[src/hw/rtl/elcs_div.sv]
`timescale 1ns / 1ps
module elcs_div #(
   parameter int NUM_BITS   = 21,
   parameter int COUNT_BITS = 20
) (
   input  logic                  clock,
   input  logic                  reset,
   input  logic                  start,
   input  logic [NUM_BITS-1:0]   num,
   input  logic [COUNT_BITS-1:0] den,
   output logic                  done,
   output logic [NUM_BITS-1:0]   quot
);
   localparam int CW = (NUM_BITS > 1) ? $clog2(NUM_BITS) : 1;

   logic                  run_ff, done_ff;
   logic [CW-1:0]         cnt_ff;
   logic [NUM_BITS-1:0]   num_ff, quot_ff;
   logic [COUNT_BITS-1:0] rem_ff, den_ff, rem_in;
   logic [COUNT_BITS:0]   trial;
   logic                  ge;

   // one quotient bit per cycle, restoring
   assign trial  = {rem_ff, num_ff[NUM_BITS-1]};
   assign ge     = trial >= {1'b0, den_ff};
   assign rem_in = ge ? COUNT_BITS'(trial - {1'b0, den_ff}) : COUNT_BITS'(trial);

   always_ff @(posedge clock) begin
      if (reset) begin
         run_ff  <= 1'b0;
         done_ff <= 1'b0;
         cnt_ff  <= '0;
      end else begin
         done_ff <= 1'b0;
         if (start) begin
            run_ff <= 1'b1;
            cnt_ff <= '0;
         end else if (run_ff) begin
            if (cnt_ff == CW'(NUM_BITS - 1)) begin
               run_ff  <= 1'b0;
               done_ff <= 1'b1;
            end
            cnt_ff <= cnt_ff + 1'b1;
         end
      end
   end

   always_ff @(posedge clock) begin
      if (start) begin
         num_ff  <= num;
         den_ff  <= den;
         rem_ff  <= '0;
         quot_ff <= '0;
      end else if (run_ff) begin
         num_ff  <= {num_ff[NUM_BITS-2:0], 1'b0};
         rem_ff  <= rem_in;
         quot_ff <= {quot_ff[NUM_BITS-2:0], ge};
      end
   end

   assign done = done_ff;
   assign quot = quot_ff;
endmodule

[config.mk]
export PLATFORM = sky130hd
export DESIGN_NAME = elcs_div
export DESIGN_NICKNAME = d
export VERILOG_FILES = /design/src/hw/rtl/elcs_div.sv
export SDC_FILE = /design/constraint.sdc
export NUM_CORES = 1
export LEC_CHECK = 0
export ABC_AREA = 1
export BUFFER_PORTS_ARGS = -buffer_cell sky130_fd_sc_hd__buf_2
export CORE_UTILIZATION = 51
export DETAILED_ROUTE_END_ITERATION = 8
export PLACE_DENSITY = 0.7
export SYNTH_ARGS = -nofsm -noshare
export SYNTH_HDL_FRONTEND = slang
export SYNTH_SLANG_ARGS = --single-unit
[constraint.sdc]
create_clock -name clock -period 2.6 [get_ports clock]
set_input_delay 0.13 -clock clock [delete_from_list [all_inputs] [get_ports clock]]
set_output_delay 0.13 -clock clock [all_outputs]
set_load 0.03 [all_outputs]
# Word-level counts from Yosys, hierarchy flattened
# Index checks and enable logic that the tools add are counted.
[totals] memories=0 latch_bits=0 ramBits=0 reg_bits=89 elab_cells=22 out_inout_bits=22 in_bits=44 rom_bits=0
[op_classes] n_mux=7 add_sub_neg=2 div_mod_pow=0 n_bitwise=1 n_shift=0 order_cmp=1 multipliers=0 reduce_logical=3 eq_ne=1
[op_table] operator="21-bit two-way mux" n=2
[op_table] operator="21-bit by 20-bit >= comparator with 1-bit output" n=1
[op_table] operator="20-bit two-way mux" n=1
[op_table] operator="20-bit subtractor" n=1
[op_table] operator="5-bit by 1-bit adder with 5-bit output (second input constant)" n=1
[op_table] operator="5-bit equality test (second input constant)" n=1
[op_table] operator="1-bit two-way mux" n=4
[op_table] operator="3-bit OR reduction" n=1
[op_table] operator="2-bit nonzero test" n=1
[op_table] operator="2-bit OR reduction" n=1
[op_table] operator="1-bit inverter" n=1

# Longest topological paths before layout
[logic_depth] word_depth=4 depth_mapped=16 depth_no_buf=16

# Worst setup path before layout
# Ideal clock, no wire load.
[synth_path] path_kind="flip-flop to flip-flop" from="register den_ff[8]" to="register rem_ff[0]" path_buffers=1 setup_slack_ps=758 synth_period_minus_slack_ps=1842 setup_time_ps=122 stages_incl_launch_ff=14 arrival_ps=1720 required_ps=2478 cell_sequence="edfxtp_1 > inv_1 > ha_1 > nand2_1 > inv_1 > nand2_1 > nand2_1 > a21oi_2 > nand2_2 > nand2_4 > nand2_8 > buf_6 > o211ai_1 > o21ai_1"
[synth_via] elab_chain_cells=2
[synth_lines] element="start: declaration" line="19" rtl="logic [COUNT_BITS-1:0] rem_ff, den_ff, rem_in;"
[synth_lines] element="start signal: assignment" line="51" rtl="den_ff <= den;"
[synth_lines] element="21-bit by 20-bit >= comparator with 1-bit output" line="25" rtl="assign ge = trial >= {1'b0, den_ff};"
[synth_lines] element="20-bit two-way mux" line="26" rtl="assign rem_in = ge ? COUNT_BITS'(trial - {1'b0, den_ff}) : COUNT_BITS'(trial);"
[synth_lines] element="end signal: assignment" line="56" rtl="rem_ff <= rem_in;"
[synth_lines] element="end: declaration" line="19"
# No other way between the ends.
# A chain may end at the register's enable or synchronous reset.

# Worst setup path in the final report
[layout_path] from="register rem_ff[13]" to="register rem_ff[9]"
[layout_via] elab_chain_cells=2
[layout_lines] element="21-bit by 20-bit >= comparator with 1-bit output" line="25"
[layout_lines] element="20-bit two-way mux" line="26"
# No other way between the ends.

==> results.yml <==
status:
  status: "finished clean"
timing:
  setup_tns_ns: 0
  final_max_slew_viol_count: 0
  setup_viol: 0
  setup_ws_ns: 0.321
  finClkSkew_ns: 0.0170
  fmax_ghz: 0.439
  fin_crit_sh_pct: 87.7
  rsz0062_at_grt: "no"
  worst_pin_slew_ns: 1.08
  hold_viol: 0
  fin_crit_ns: 2.28
  slew_headroom_pct: 27.7
logic_synthesis:
  syn-cell-area_mm2: 0.00485
  synth_fp_nets: 697
  yosys.cell_types.count: 41
  synth.yosys.seq_area_share_pct: 45.2
  synthTopCellsByArea: "edfxtp_1 (25%), dfxtp_1 (20%), nand2_1 (17%), inv_1 (7.9%), ha_1 (5.7%)"
  synth_warnings: 0
  ys.flop_type: "dfxtp_1"
  syn_inst: 630
  yosysTopAreaCellShare_pct: 25.4
  async_flop_share_pct: 0
  synth_edf_count: 41
  synth_top_cell_by_area: "edfxtp_1"
  ys_ff_latch: 89
  synth_area_per_cell_um2: 7.70
job:
  drv_cap: 0
clock_tree:
  cts_root_buf: "clkbuf_8"
  clockBufferDepth: 2
  cts_resized: 0
  post-cts-setup-buffer-count: 0
  cts_tree: "built"
  clock_sinks: 89
  clk_pin_slew_ns: 0.10
  clk_latency_ns: 0.37
  numCtsBuffers: 9
  htreeDepth: 3
floorplan:
  start_util_pct: 52.5
  fp.dieW_um: 99.5
  dieArea_mm2: 0.00990
  core_area_mm2: 0.00924
  ios: 66
  rows: 35
  die_h_um: 99.5
route:
  ant_nets: 0
  wirelength_mm: 11.0
  via_count: 4253
  drc: 0
  drt-initial-drc-count: 156
  wl_per_cell_um: 12.9
  via_per_inst: 5.01
  firstDrtPassIters: 6
power:
  power.leakage_nw: 2.87
  power_density_mw_per_mm2: 500
  ir_worst_vdd_uv: 315
layout:
  n_antenna_cell: 0
  layout_common_cells: "nand2_1 (217), inv_1 (102), buf_2 (65), dfxtp_1 (48), edfxtp_1 (41)"
  final_cells: 849
  area_delta_synth_final_pct: 16.9
  final_nets: 782
  final_area_mm2: 0.00567
  layout-drive-gt1-share_pct: 16.4
  final_common_cell: "nand2_1"
  fillers: 863
placement:
  dp_hpwl_mm: 7.85
  post_dp_cell_area_mm2: 0.00527
  dpl.cell_count: 812
  numPortBuffers: 65
  gp_congestion: 0.958
  pre_cts_ws_ns: 0.340
global_route:
  grt_pass1_wl_mm: 18.5
  grt-ovfl-total: 0
  antenna_found_initial: 0
  grt_max_degree: 42
  first_global_vias: 4159
  grt_usage_pct: 23.7
critical_path:
  cp_cell_sequence: "ha_1 > a21oi_1 > inv_2 > nand2_1 > a21oi_2 > nor2_4 > nand2_8 > nor2_4 > nand2_1 > nand3_1 > nand2_1 > inv_1"
  crit_type: "reg -> reg"
  start_kind: "flip-flop"
  timing.critical_path.slowest_stage_cell: "ha_1"
  cp_max_fo: 26
  crit_path_frequent_cell: "nand2_1"
  path_buf_inv: 2
  cp_data_arrival_time_ns: 2.60
  crit_family: "simple AND/OR/NAND/NOR gates"
  slowest_delay_ns: 0.40
  crit_required_ns: 2.92
  end_kind: "flip-flop"
worst_hold_path:
  hp-class: "in -> reg"
[cells in the mapped netlist, types with 2 or more instances]
cell and number:
nand2_2 7, o21a_1 2, nor3_1 6, nor2_1 32
xnor2_1 3, a21oi_2 2, nand4_1 10, nor2_4 2
ha_1 22, xor2_1 5, clkbuf_1 7, or2_1 3
nor2_2 3, dfxtp_1 48, o22ai_1 18, a21oi_1 20
o21ai_1 5, nand3_1 30, inv_2 8, nand3_2 10
inv_1 102, nand3b_1 2, o21ai_0 4, edfxtp_1 41
buf_2 4, nand2_1 217, o211ai_1 3
[power by group]
group          internal (mW)  switching [mW]  total [mW]  leakage, nW
Sequential              1.54          0.0231        1.56        0.799
Combinational          0.125           0.208       0.333         1.98
Clock                  0.371           0.569       0.940       0.0922
Total                   2.03           0.800        2.83         2.87
[worst register-to-register path, stage by stage, from the launching register on]
cell	delay, ns
dfxtp_1	0.37
ha_1	0.40
a21oi_1	0.28
inv_2	0.05
nand2_1	0.09
a21oi_2	0.07
nor2_4	0.23
nand2_8	0.18
nor2_4	0.27
nand2_1	0.08
nand3_1	0.08
nand2_1	0.05
inv_1	0.08
[cells by family after synthesis]
logic type	count (synthesis)	share of synthesized area (%)
and+or+nand+nor	327	29.9
buffers and inverters	126	10.4
DFF	89	45.2
AOI/OAI and AO/OA	57	6.89
adders and majority gates	23	6.09
xor gates and xnor gates	8	1.45
[layout make-up]
cell class / instances / area (um^2) / share of cell area (%)
clock inverter: 6 / 61.3 / 1.08
clock buffer: 10 / 128 / 2.25
multi-input combinational: 415 / 2150 / 37.9
tap: 129 / 161 / 2.85
timing repair buffer: 89 / 558 / 9.85
sequential: 89 / 2190 / 38.7
inverter: 111 / 417 / 7.35
[through the flow]
step | utilization (%) | power [mW] | hold WS (ns)
after CTS | 61.3 | 2.85 | 0.00158
after global placement | 57.0 | 1.89 | 0.306
after global routing | 61.3 | 2.95 | 0.0163
final | 61.3 | 2.83 | 0.0155
after floorplan | - | 1.80 | 0.229
after detailed placement | 57.0 | 1.90 | 0.308
[timing repair]
item / 4_1_cts / 5_1_grt
hold endpoints to repair: 21 / 0
endpoints found under the setup margin: 0 / 0
hold buffers: 21 / 0
[sequential cells by signal, indices dropped and copies added, names as in the netlist]
signal	cells
rem_ff	20
num_ff	21
den_ff	20
done	1
quot	21
run_ff	1
cnt_ff	5
[path summary, 6_finish.rpt]
path	from	end	slack, ns	depth (start not counted)
setup / recovery	rem_ff[13]	rem_ff[9]	0.32	12
hold / removal	num[7]	num_ff[7]	0.02	3
setup reg to reg	rem_ff[13]	rem_ff[9]	0.32	12
hold reg to reg	quot[20]	quot[20]	0.48	2
[per-layer routing]
layer	routed length (um)	vias up	GRT usage, %
li1	-	2166	-
met1	4800	1928	30.1
met2	5060	132	38.4
met3	880	27	7.03
met4	230	0	8.71
met5	0	-	0
Power figures use the tool's default switching activity.
